$ cat config.mk
export PLATFORM = sky130hd
export DESIGN_NAME = piecewise_angle_to_dac_code
export DESIGN_NICKNAME = d
export VERILOG_FILES = /design/src/hw/rtl/pwad_pkg.sv /design/src/hw/rtl/pwad_front.sv /design/src/hw/rtl/pwad_div_cell.sv /design/src/hw/rtl/pwad_dac_map.sv /design/src/hw/rtl/piecewise_angle_to_dac_code.sv
export SDC_FILE = /design/constraint.sdc
export NUM_CORES = 2
export LEC_CHECK = 0
export BUFFER_PORTS_ARGS = -buffer_cell sky130_fd_sc_hd__buf_4
export CORE_ASPECT_RATIO = 2
export CORE_UTILIZATION = 45
export DETAILED_ROUTE_END_ITERATION = 10
export PLACE_DENSITY_LB_ADDON = 0.05
export REMOVE_ABC_BUFFERS = 1
export SLEW_MARGIN = 20
export SYNTH_ARGS = -nofsm -noshare
export SYNTH_HDL_FRONTEND = slang
export SYNTH_HIERARCHICAL = 1
export SYNTH_SLANG_ARGS = --single-unit
$ cat constraint.sdc
create_clock -name clk -period 9.2 [get_ports clk]
set_clock_uncertainty 0.2 [all_clocks]
set_input_delay 1.84 -clock clk [delete_from_list [all_inputs] [get_ports clk]]
set_output_delay 1.84 -clock clk [all_outputs]
set_load 0.05 [all_outputs]
$ cat src/hw/rtl/pwad_pkg.sv
// Shared types, constants and helpers for the angle-to-converter-code block.
`timescale 1ns / 1ps

package pwad_pkg;

  localparam int SAMPLE_BITS_DEF = 16;

  // Calibration points
  localparam int PT_W    = 16;
  localparam int NUM_PTS = 9;

  // Interpolation divider: quotient stays below 1000, so 10 bits
  localparam int QUO_W = 10;
  localparam int NUM_W = PT_W + QUO_W;

  // Result fields
  localparam int SEC_W       = 4;
  localparam int ANG_OUT_W   = 18;
  localparam int DAC_W       = 16;
  localparam int M_TDATA_W   = 40;  // dac_code, angle_hundredths, zero pad
  localparam int M_TUSER_W   = 5;   // section, saturated
  localparam int ANG_LSB     = DAC_W;

  // Section codes
  localparam logic [SEC_W-1:0] SEC_BELOW = 4'd0;
  localparam logic [SEC_W-1:0] SEC_ABOVE = 4'd9;
  localparam logic [SEC_W-1:0] SEC_NONE  = 4'd10;

  // Angle constants, hundredths of a degree
  localparam int ANG_STEP = 1000;
  localparam int ANG_EDGE = 4000;
  localparam int ANG_SAT  = 4500;
  localparam int ANG_SPAN = 9000;

  // Converter mapping: code = (angle + 4500) * 65535 / 9000
  localparam int          DAC_MAX  = 65535;
  localparam int          X_W      = 14;   // angle + 4500, 0..9000
  localparam int          Y_W      = 30;   // x * 65535
  localparam int          RECIP_SH = 44;
  localparam int          RECIP_W  = 31;
  localparam logic [63:0] RECIP_M64 = ((64'd1 << RECIP_SH) + 64'(ANG_SPAN) - 64'd1)
                                      / 64'(ANG_SPAN);
  localparam logic [RECIP_W-1:0] RECIP_M = RECIP_M64[RECIP_W-1:0];
  localparam logic [DAC_W-1:0]   NONE_CODE = 16'd32767;

  // Register map
  localparam int CFG_AW = 5;
  typedef enum logic [2:0] {
    REG_M40_M30  = 3'd0,
    REG_M20_M10  = 3'd1,
    REG_ZERO_P10 = 3'd2,
    REG_P20_P30  = 3'd3,
    REG_P40      = 3'd4
  } reg_idx_t;

  localparam logic [31:0]     RST_M40_M30  = 32'd939532288;
  localparam logic [31:0]     RST_M20_M10  = 32'd1744850944;
  localparam logic [31:0]     RST_ZERO_P10 = 32'd2550169600;
  localparam logic [31:0]     RST_P20_P30  = 32'd3355488256;
  localparam logic [PT_W-1:0] RST_P40      = 16'd57344;

  // Base angle of interpolated section 1..8: (sec - 5) * 1000
  function automatic logic signed [14:0] base_angle(input logic [SEC_W-1:0] sec);
    int tmp;
    tmp = (int'(sec) - 5) * ANG_STEP;
    return 15'(tmp);
  endfunction

endpackage

$ cat src/hw/rtl/pwad_front.sv
// Section search, span/offset setup and numerator scaling ahead of the divider row.
`timescale 1ns / 1ps

module pwad_front #(
  parameter int SAMPLE_BITS = pwad_pkg::SAMPLE_BITS_DEF,
  parameter int ANG_W       = 18
) (
  input  logic                                              clk,
  input  logic                                              rst,
  input  logic [pwad_pkg::NUM_PTS-1:0][pwad_pkg::PT_W-1:0]  pts,
  input  logic                                              in_valid,
  output logic                                              in_ready,
  input  logic [SAMPLE_BITS-1:0]                            in_sample,
  output logic                                              out_valid,
  input  logic                                              out_ready,
  output logic [pwad_pkg::PT_W-1:0]                         out_rem,
  output logic [pwad_pkg::QUO_W-1:0]                        out_low,
  output logic [pwad_pkg::PT_W-1:0]                         out_div,
  output logic [pwad_pkg::SEC_W-1:0]                        out_sec,
  output logic signed [ANG_W-1:0]                           out_outer
);

  localparam int CMP_W = (SAMPLE_BITS > pwad_pkg::PT_W) ? SAMPLE_BITS : pwad_pkg::PT_W;

  // stage 1: compare against all points
  logic                         v1, r1;
  logic [SAMPLE_BITS-1:0]       s1_v;
  logic [pwad_pkg::NUM_PTS-1:0] s1_ge;
  logic [pwad_pkg::NUM_PTS-1:0] ge_c;

  // stage 2: section select
  logic                         v2, r2;
  logic [pwad_pkg::SEC_W-1:0]   s2_sec;
  logic [pwad_pkg::PT_W-1:0]    s2_diff;
  logic [pwad_pkg::PT_W-1:0]    s2_span;
  logic signed [ANG_W-1:0]      s2_outer;

  logic [pwad_pkg::SEC_W-1:0]   sec_c;
  logic [pwad_pkg::PT_W-1:0]    lo_c, hi_c;
  logic [CMP_W-1:0]             diff_full;
  logic signed [ANG_W-1:0]      v_s, p_s, off_s, outer_c;

  // stage 3: numerator
  logic                         v3, r3;
  logic [pwad_pkg::NUM_W-1:0]   num_c;

  assign r1 = !v1 || r2;
  assign r2 = !v2 || r3;
  assign r3 = !v3 || out_ready;
  assign in_ready  = r1;
  assign out_valid = v3;

  always_comb begin
    for (int k = 0; k < pwad_pkg::NUM_PTS; k++) begin
      ge_c[k] = CMP_W'(in_sample) >= CMP_W'(pts[k]);
    end
  end

  always_comb begin : sel_blk
    logic found;
    found = 1'b0;
    sec_c = pwad_pkg::SEC_NONE;
    lo_c  = pts[0];
    hi_c  = pts[1];
    if (!s1_ge[0]) begin
      sec_c = pwad_pkg::SEC_BELOW;
    end else begin
      // first section with lo <= v < hi wins
      for (int k = 0; k < pwad_pkg::NUM_PTS - 1; k++) begin
        if (!found && s1_ge[k] && !s1_ge[k+1]) begin
          found = 1'b1;
          sec_c = pwad_pkg::SEC_W'(k + 1);
          lo_c  = pts[k];
          hi_c  = pts[k+1];
        end
      end
      if (!found && s1_ge[pwad_pkg::NUM_PTS-1]) begin
        sec_c = pwad_pkg::SEC_ABOVE;
      end
    end
  end

  assign diff_full = CMP_W'(s1_v) - CMP_W'(lo_c);

  // outside the end points: v - P0 - 4000 below, v - P40 + 4000 above
  always_comb begin
    v_s   = $signed(ANG_W'(s1_v));
    p_s   = $signed(ANG_W'((sec_c == pwad_pkg::SEC_BELOW) ? pts[0]
                                                          : pts[pwad_pkg::NUM_PTS-1]));
    off_s = (sec_c == pwad_pkg::SEC_BELOW) ? ANG_W'(-pwad_pkg::ANG_EDGE)
                                           : ANG_W'(pwad_pkg::ANG_EDGE);
    if (sec_c == pwad_pkg::SEC_BELOW || sec_c == pwad_pkg::SEC_ABOVE) begin
      outer_c = v_s - p_s + off_s;
    end else begin
      outer_c = '0;
    end
  end

  assign num_c = pwad_pkg::NUM_W'(s2_diff) * pwad_pkg::NUM_W'(pwad_pkg::ANG_STEP);

  always_ff @(posedge clk) begin
    if (rst) begin
      v1 <= 1'b0;
      v2 <= 1'b0;
      v3 <= 1'b0;
    end else begin
      if (r1) v1 <= in_valid;
      if (r2) v2 <= v1;
      if (r3) v3 <= v2;
    end
  end

  always_ff @(posedge clk) begin
    if (r1 && in_valid) begin
      s1_v  <= in_sample;
      s1_ge <= ge_c;
    end
    if (r2 && v1) begin
      s2_sec   <= sec_c;
      s2_diff  <= diff_full[pwad_pkg::PT_W-1:0];
      s2_span  <= hi_c - lo_c;
      s2_outer <= outer_c;
    end
    if (r3 && v2) begin
      out_rem   <= num_c[pwad_pkg::NUM_W-1:pwad_pkg::QUO_W];
      out_low   <= num_c[pwad_pkg::QUO_W-1:0];
      out_div   <= s2_span;
      out_sec   <= s2_sec;
      out_outer <= s2_outer;
    end
  end

endmodule

$ cat src/hw/rtl/pwad_div_cell.sv
// One restoring-divide cell: resolves one quotient bit and hands on to the next cell.
`timescale 1ns / 1ps

module pwad_div_cell #(
  parameter int SIDE_W = 22
) (
  input  logic                        clk,
  input  logic                        rst,
  input  logic                        in_valid,
  output logic                        in_ready,
  input  logic [pwad_pkg::PT_W-1:0]   in_rem,
  input  logic [pwad_pkg::QUO_W-1:0]  in_low,
  input  logic [pwad_pkg::QUO_W-1:0]  in_quo,
  input  logic [pwad_pkg::PT_W-1:0]   in_div,
  input  logic [SIDE_W-1:0]           in_side,
  output logic                        out_valid,
  input  logic                        out_ready,
  output logic [pwad_pkg::PT_W-1:0]   out_rem,
  output logic [pwad_pkg::QUO_W-1:0]  out_low,
  output logic [pwad_pkg::QUO_W-1:0]  out_quo,
  output logic [pwad_pkg::PT_W-1:0]   out_div,
  output logic [SIDE_W-1:0]           out_side
);

  logic [pwad_pkg::PT_W:0] trial, diff;
  logic                    take;

  assign in_ready = !out_valid || out_ready;

  // bring down the next dividend bit, subtract if it fits
  assign trial = {in_rem, in_low[pwad_pkg::QUO_W-1]};
  assign take  = trial >= {1'b0, in_div};
  assign diff  = trial - {1'b0, in_div};

  always_ff @(posedge clk) begin
    if (rst) begin
      out_valid <= 1'b0;
    end else if (in_ready) begin
      out_valid <= in_valid;
    end
  end

  always_ff @(posedge clk) begin
    if (in_ready && in_valid) begin
      out_rem  <= take ? diff[pwad_pkg::PT_W-1:0] : trial[pwad_pkg::PT_W-1:0];
      out_low  <= {in_low[pwad_pkg::QUO_W-2:0], 1'b0};
      out_quo  <= {in_quo[pwad_pkg::QUO_W-2:0], take};
      out_div  <= in_div;
      out_side <= in_side;
    end
  end

endmodule

$ cat src/hw/rtl/pwad_dac_map.sv
// Angle assembly, saturation and angle-to-converter-code scaling.
`timescale 1ns / 1ps

module pwad_dac_map #(
  parameter int ANG_W = 18
) (
  input  logic                              clk,
  input  logic                              rst,
  input  logic                              in_valid,
  output logic                              in_ready,
  input  logic [pwad_pkg::QUO_W-1:0]        in_quo,
  input  logic [pwad_pkg::SEC_W-1:0]        in_sec,
  input  logic signed [ANG_W-1:0]           in_outer,
  output logic                              out_valid,
  input  logic                              out_ready,
  output logic [pwad_pkg::DAC_W-1:0]        dac_code,
  output logic [pwad_pkg::ANG_OUT_W-1:0]    angle_hundredths,
  output logic [pwad_pkg::SEC_W-1:0]        section,
  output logic                              saturated
);

  localparam int PROD_W = pwad_pkg::Y_W + pwad_pkg::RECIP_W;
  localparam logic signed [ANG_W-1:0] SAT_HI_S = ANG_W'(pwad_pkg::ANG_SAT);
  localparam logic signed [ANG_W-1:0] SAT_LO_S = -SAT_HI_S;

  logic                         va, ra, vb, rb, vc, rc, rout;
  logic                         interp_c;
  logic signed [ANG_W-1:0]      angle_c, xs_c;
  logic [pwad_pkg::X_W-1:0]     x_c;

  logic signed [ANG_W-1:0]      sa_angle, sb_angle, sc_angle;
  logic [pwad_pkg::SEC_W-1:0]   sa_sec, sb_sec, sc_sec;
  logic                         sb_lo, sb_hi, sc_lo, sc_hi;
  logic [pwad_pkg::Y_W-1:0]     sb_y;
  logic [PROD_W-1:0]            sc_prod;

  assign rout = !out_valid || out_ready;
  assign rc   = !vc || rout;
  assign rb   = !vb || rc;
  assign ra   = !va || rb;
  assign in_ready = ra;

  // interpolated sections 1..8 add the quotient to the section base
  assign interp_c = (in_sec != pwad_pkg::SEC_BELOW) && (in_sec < pwad_pkg::SEC_ABOVE);
  assign angle_c  = interp_c ? (ANG_W'(pwad_pkg::base_angle(in_sec))
                                + $signed(ANG_W'(in_quo)))
                             : in_outer;

  assign xs_c = sa_angle + SAT_HI_S;
  assign x_c  = xs_c[pwad_pkg::X_W-1:0];

  always_ff @(posedge clk) begin
    if (rst) begin
      va        <= 1'b0;
      vb        <= 1'b0;
      vc        <= 1'b0;
      out_valid <= 1'b0;
    end else begin
      if (ra)   va        <= in_valid;
      if (rb)   vb        <= va;
      if (rc)   vc        <= vb;
      if (rout) out_valid <= vc;
    end
  end

  always_ff @(posedge clk) begin
    if (ra && in_valid) begin
      sa_angle <= angle_c;
      sa_sec   <= in_sec;
    end
    if (rb && va) begin
      sb_angle <= sa_angle;
      sb_sec   <= sa_sec;
      sb_lo    <= sa_angle < SAT_LO_S;
      sb_hi    <= sa_angle > SAT_HI_S;
      // x * 65535 as shift and subtract
      sb_y     <= (pwad_pkg::Y_W'(x_c) << pwad_pkg::DAC_W) - pwad_pkg::Y_W'(x_c);
    end
    if (rc && vb) begin
      sc_angle <= sb_angle;
      sc_sec   <= sb_sec;
      sc_lo    <= sb_lo;
      sc_hi    <= sb_hi;
      // exact floor(y / 9000) via rounded-up reciprocal
      sc_prod  <= PROD_W'(sb_y) * PROD_W'(pwad_pkg::RECIP_M);
    end
    if (rout && vc) begin
      if (sc_hi) begin
        dac_code <= pwad_pkg::DAC_W'(pwad_pkg::DAC_MAX);
      end else if (sc_lo) begin
        dac_code <= '0;
      end else begin
        dac_code <= sc_prod[pwad_pkg::RECIP_SH +: pwad_pkg::DAC_W];
      end
      angle_hundredths <= sc_angle[pwad_pkg::ANG_OUT_W-1:0];
      section          <= sc_sec;
      saturated        <= sc_lo || sc_hi;
    end
  end

endmodule

$ cat src/hw/rtl/piecewise_angle_to_dac_code.sv
// Top level: calibrated sample-to-angle conversion driving a 16-bit converter code.
`timescale 1ns / 1ps

//  Channel | Dir | Handshake               | Content
//  --------+-----+-------------------------+-------------------------------------------
//  s_*     | in  | s_tvalid / s_tready     | tdata: sample
//  m_*     | out | m_tvalid / m_tready     | tdata: dac_code, angle_hundredths, pad
//          |     |                         | tuser: section, saturated
//  APB     | in  | psel/penable/pwrite     | five calibration registers at 4*i
//
//  Throughput: one sample per cycle while m_tready does not stall the output; 3 front stages,
//  10 divide cells and 4 mapping stages, as the 10-bit quotient is resolved one bit per cell.
//  Reset: rst is synchronous, clears all stage valids and loads the default points.
//  Stalls: every stage has its own valid and accepts when empty or draining, so
//  bubbles close up and input keeps flowing while a result waits on m_tready, until every stage is full.
//  Points are read live; rewrite them only while the pipe is empty.

module piecewise_angle_to_dac_code #(
  parameter int SAMPLE_BITS = pwad_pkg::SAMPLE_BITS_DEF
) (
  input  logic                                   clk,
  input  logic                                   rst,
  // stream in
  input  logic                                   s_tvalid,
  output logic                                   s_tready,
  input  logic [((SAMPLE_BITS+7)/8)*8-1:0]       s_tdata,   // [SAMPLE_BITS-1:0] sample
  // stream out
  output logic                                   m_tvalid,
  input  logic                                   m_tready,
  output logic [pwad_pkg::M_TDATA_W-1:0]         m_tdata,   // [15:0] dac_code,
                                                            // [33:16] angle_hundredths
  output logic [pwad_pkg::M_TUSER_W-1:0]         m_tuser,   // [3:0] section, [4] saturated
  // configuration
  input  logic                                   psel,
  input  logic                                   penable,
  input  logic                                   pwrite,
  input  logic [pwad_pkg::CFG_AW-1:0]            paddr,
  input  logic [31:0]                            pwdata,
  output logic [31:0]                            prdata,
  output logic                                   pready
);

  // signed width holding any angle before it is cut to the 18-bit field
  localparam int ANG_W  = (SAMPLE_BITS + 2 > pwad_pkg::ANG_OUT_W) ? SAMPLE_BITS + 2
                                                                   : pwad_pkg::ANG_OUT_W;
  localparam int SIDE_W = pwad_pkg::SEC_W + ANG_W;
  localparam int NCELL  = pwad_pkg::QUO_W;

  // ---------------- configuration ----------------
  logic [31:0]                 cfg_m40_m30, cfg_m20_m10, cfg_zero_p10, cfg_p20_p30;
  logic [pwad_pkg::PT_W-1:0]   cfg_p40;
  logic                        cfg_wr;
  pwad_pkg::reg_idx_t          cfg_idx;
  logic [pwad_pkg::NUM_PTS-1:0][pwad_pkg::PT_W-1:0] pts;

  assign pready  = 1'b1;
  assign cfg_wr  = psel && penable && pwrite && pready;
  assign cfg_idx = pwad_pkg::reg_idx_t'(paddr[4:2]);

  always_ff @(posedge clk) begin
    if (rst) begin
      cfg_m40_m30  <= pwad_pkg::RST_M40_M30;
      cfg_m20_m10  <= pwad_pkg::RST_M20_M10;
      cfg_zero_p10 <= pwad_pkg::RST_ZERO_P10;
      cfg_p20_p30  <= pwad_pkg::RST_P20_P30;
      cfg_p40      <= pwad_pkg::RST_P40;
    end else if (cfg_wr) begin
      case (cfg_idx)
        pwad_pkg::REG_M40_M30:  cfg_m40_m30  <= pwdata;
        pwad_pkg::REG_M20_M10:  cfg_m20_m10  <= pwdata;
        pwad_pkg::REG_ZERO_P10: cfg_zero_p10 <= pwdata;
        pwad_pkg::REG_P20_P30:  cfg_p20_p30  <= pwdata;
        pwad_pkg::REG_P40:      cfg_p40      <= pwdata[pwad_pkg::PT_W-1:0];
        default: ;
      endcase
    end
  end

  always_comb begin
    case (cfg_idx)
      pwad_pkg::REG_M40_M30:  prdata = cfg_m40_m30;
      pwad_pkg::REG_M20_M10:  prdata = cfg_m20_m10;
      pwad_pkg::REG_ZERO_P10: prdata = cfg_zero_p10;
      pwad_pkg::REG_P20_P30:  prdata = cfg_p20_p30;
      pwad_pkg::REG_P40:      prdata = {16'd0, cfg_p40};
      default:                prdata = '0;
    endcase
  end

  // breakpoints -40 .. +40 in ascending order
  assign pts[0] = cfg_m40_m30[15:0];
  assign pts[1] = cfg_m40_m30[31:16];
  assign pts[2] = cfg_m20_m10[15:0];
  assign pts[3] = cfg_m20_m10[31:16];
  assign pts[4] = cfg_zero_p10[15:0];
  assign pts[5] = cfg_zero_p10[31:16];
  assign pts[6] = cfg_p20_p30[15:0];
  assign pts[7] = cfg_p20_p30[31:16];
  assign pts[8] = cfg_p40;

  // ---------------- front: section search ----------------
  logic [pwad_pkg::SEC_W-1:0]  f_sec;
  logic signed [ANG_W-1:0]     f_outer;

  // divider row links, index i feeds cell i
  logic [NCELL:0]                            c_valid, c_ready;
  logic [NCELL:0][pwad_pkg::PT_W-1:0]        c_rem, c_div;
  logic [NCELL:0][pwad_pkg::QUO_W-1:0]       c_low, c_quo;
  logic [NCELL:0][SIDE_W-1:0]                c_side;

  pwad_front #(
    .SAMPLE_BITS (SAMPLE_BITS),
    .ANG_W       (ANG_W)
  ) u_front (
    .clk       (clk),
    .rst       (rst),
    .pts       (pts),
    .in_valid  (s_tvalid),
    .in_ready  (s_tready),
    .in_sample (s_tdata[SAMPLE_BITS-1:0]),
    .out_valid (c_valid[0]),
    .out_ready (c_ready[0]),
    .out_rem   (c_rem[0]),
    .out_low   (c_low[0]),
    .out_div   (c_div[0]),
    .out_sec   (f_sec),
    .out_outer (f_outer)
  );

  assign c_quo[0]  = '0;
  assign c_side[0] = {f_sec, f_outer};

  // ---------------- divider row: one quotient bit per cell ----------------
  for (genvar i = 0; i < NCELL; i++) begin : g_cell
    pwad_div_cell #(
      .SIDE_W (SIDE_W)
    ) u_cell (
      .clk       (clk),
      .rst       (rst),
      .in_valid  (c_valid[i]),
      .in_ready  (c_ready[i]),
      .in_rem    (c_rem[i]),
      .in_low    (c_low[i]),
      .in_quo    (c_quo[i]),
      .in_div    (c_div[i]),
      .in_side   (c_side[i]),
      .out_valid (c_valid[i+1]),
      .out_ready (c_ready[i+1]),
      .out_rem   (c_rem[i+1]),
      .out_low   (c_low[i+1]),
      .out_quo   (c_quo[i+1]),
      .out_div   (c_div[i+1]),
      .out_side  (c_side[i+1])
    );
  end

  // ---------------- mapping to converter code ----------------
  logic [pwad_pkg::DAC_W-1:0]      o_dac;
  logic [pwad_pkg::ANG_OUT_W-1:0]  o_angle;
  logic [pwad_pkg::SEC_W-1:0]      o_sec;
  logic                            o_sat;

  pwad_dac_map #(
    .ANG_W (ANG_W)
  ) u_map (
    .clk              (clk),
    .rst              (rst),
    .in_valid         (c_valid[NCELL]),
    .in_ready         (c_ready[NCELL]),
    .in_quo           (c_quo[NCELL]),
    .in_sec           (c_side[NCELL][SIDE_W-1 -: pwad_pkg::SEC_W]),
    .in_outer         ($signed(c_side[NCELL][ANG_W-1:0])),
    .out_valid        (m_tvalid),
    .out_ready        (m_tready),
    .dac_code         (o_dac),
    .angle_hundredths (o_angle),
    .section          (o_sec),
    .saturated        (o_sat)
  );

  assign m_tdata = {{(pwad_pkg::M_TDATA_W - pwad_pkg::DAC_W - pwad_pkg::ANG_OUT_W){1'b0}},
                    o_angle, o_dac};
  assign m_tuser = {o_sat, o_sec};

endmodule

==> metrics.md <==
| Metric | Value |
|---|---|
| RePlAce Congestion | `0.961` |
| Area after DPL | `0.0761 mm2` |
| Critical path arrival | `8.36 ns` |
| Reg area | `0.0303 mm2` |
| Total global-route track usage | `26.2%` |
| Clock slew at reported path FFs | `0.06 ns` |
| Period utilization | `87.5%` |
| Type of the worst setup path | `reg -> reg` |
| Vias in the first global route | `51200` |
| Width of the die | `287 um` |
| Maximum VDD drop | `0.168 mV` |
| Gate Count Post-Synth | `6335` |
| Final Cell Area | `0.0795 mm2` |
| Slew headroom | `17.9%` |
| Final Hold Fails | `0` |
| Met1 Use GR | `20.1%` |
| DRT Wirelength | `213 mm` |
| Final Util | `49.1%` |
| Core area | `0.162 mm2` |
| RR Endpoint | `u_map/sc_prod[59]` |
| Cts bufs inserted | `100` |
| Post-DR wirelength/cell | `24.6 um` |
| Gr busiest metal | `met2` |
| Starting Density | `45.2%` |
| HP Class | `reg -> reg` |
| Max Fclk | `124 MHz` |
| Area Overhead vs Synth | `8.57%` |
| Synth Cell Area | `0.0732 mm2` |
| Setup bufs post-CTS | `0` |
| Setup crit start kind | `flip-flop` |
| H-tree Lvls | `3` |
| End of the critical path | `u_map/sc_prod[59]` |
| Die Area | `0.164 mm2` |
| Slew Viols, Final | `0` |
| Worst Setup End Kind | `flip-flop` |
| Hold_buf cts | `0` |
| Leakage | `33.9 nW` |
| Max-Cap Viols | `0` |
| Layout cells sized above 1 | `9.11%` |
| Clk_lat worst skew | `0.71 ns` |
| Row Count | `209` |
| Slew @ Worst Pin | `1.23 ns` |
| R2R depth | `23` |
| M3 GR Usage | `3.02%` |
| Min Tclk post-route | `8.05 ns` |
| Worst r2r src | `u_map/sb_y[28]` |
| Initial DRC count | `2379` |
| Clock Sinks | `1063` |
| Syn avg cell area | `11.6 um2` |
| Post-Layout Cell Count | `8644` |
| Status | `finished, final reports clean` |
| CTS tree | `yes` |
| Total chip power | `0.0133 W` |
| # port buffers | `130` |
| # DRC | `0` |
| Detailed placer's ending HPWL | `174 mm` |
| Post-CTS Resized | `0` |
| Fin nets | `7713` |
| First-pass DRT Iterations | `7` |
| R2R Setup Slk | `1.15 ns` |
| Area of the multi-input gates | `0.0382 mm2` |
| Via total after detailed routing | `48000` |
| I/O Pins | `140` |
| Setup TNS Final | `0 ns` |
| Met2 GRT Util | `54.1%` |
| RSZ-0062 raised after global routing | `no` |
| Deepest clock path buffer count | `3` |
| Die height | `572 um` |
| Synth Warn # | `6` |
| Power density cells | `167 mW/mm2` |
| Root Buffer | `clkbuf_16` |
| CP max FO | `9` |
| Final ANT Viol Nets | `0` |
| Global-route wire length before repair | `315 mm` |
| Filler cells | `14700` |
| Largest net degree at the start of global routing | `111` |
| # setup viols final | `0` |
| Antenna violations before repair | `3` |
| Inst Count DP | `8454` |
| Via-to-Cell Ratio | `5.55` |
| Grt ovf | `0` |
| Req. time, crit path | `9.50 ns` |
| Worst Setup SP | `u_map/sb_y[28]` |
-- layer usage --
metal  up-vias  share of wire (%)
li1      22600                  -
met1     23500                 28
met2      1213                 58
met3       676                2.9
met4         0                 11
met5         -                  0
-- area by class of cell --
type,count,share of cell area [%]
flip-flops and latches,1063,38.1
clock buffers,121,3.26
inverters,924,4.39
diodes,3,0.00944
multi-input cells,4168,48.1
well taps,2110,3.32
repair buffers,191,1.83
clock inverters,64,0.938
-- state kept, by name, indices dropped and copies added (netlist names), 32 cells and up --
signal and cells:
g_cell.u_cell/out_side 220, g_cell.u_cell/out_div 144, g_cell.u_cell/out_rem 144, g_cell.u_cell/out_quo 55, g_cell.u_cell/out_low 45, cfg_m20_m10 32, cfg_m40_m30 32, cfg_p20_p30 32
cfg_zero_p10 32
-- per-stage QoR --
stage,setup WS [ns],hold WS [ns]
after floorplan,1.00,0.200
after global placement,1.19,0.200
after detailed placement,1.12,0.205
after CTS,1.07,0.184
after global routing,0.697,0.189
final,1.15,0.192
-- cell usage in the layout, fill, tap and decap left out, types with 83 or more instances in the layout --
cell       count
inv_1        913
edfxtp_1     902
ha_1         834
fa_1         371
nor2_1       321
o21ai_0      284
a21oi_1      244
buf_4        188
nand2_1      185
nand2b_1     182
a21o_1       178
dfxtp_1      161
mux2i_1      135
xnor2_1      130
clkbuf_16    100
a211oi_1      97
nor2b_1       95
nand3_1       83
xor2_1        83
-- worst min path at each step --
stage	start	end	slack, ns	cells past startpoint
final	g_cell[0].u_cell/out_low[2]	g_cell[1].u_cell/out_low[3]	0.19	0
after floorplan	u_front/out_low[3]	g_cell[0].u_cell/out_low[4]	0.20	0
after global routing	g_cell[0].u_cell/out_low[2]	g_cell[1].u_cell/out_low[3]	0.19	0
after CTS	g_cell[0].u_cell/out_low[2]	g_cell[1].u_cell/out_low[3]	0.18	0
after detailed placement	u_front/out_low[3]	g_cell[0].u_cell/out_low[4]	0.20	0
after global placement	g_cell[0].u_cell/out_low[3]	g_cell[1].u_cell/out_low[4]	0.20	0
-- report_power, final --
group	switching (W)	total, W	internal [W]
combinational	0.00194	0.00340	0.00146
clock	0.00194	0.00429	0.00235
sequential	0.000111	0.00560	0.00548
-- worst max-delay path, cell delays in order, from the launching register on --
cell	delay [ns]
edfxtp_1	0.82
inv_1	0.11
ha_1	0.35
inv_1	0.09
fa_1	0.51
inv_1	0.05
fa_1	0.50
inv_1	0.06
fa_1	0.52
fa_1	0.55
inv_1	0.06
fa_1	0.53
inv_1	0.06
fa_1	0.48
ha_1	0.32
ha_1	0.31
nand4_1	0.14
nor4_2	0.60
nand2_1	0.19
nor4_1	0.34
o21ai_1	0.28
a21boi_1	0.32
o21ai_1	0.16
a211oi_1	0.29
No activity file was read; power rests on OpenSTA's default activity.
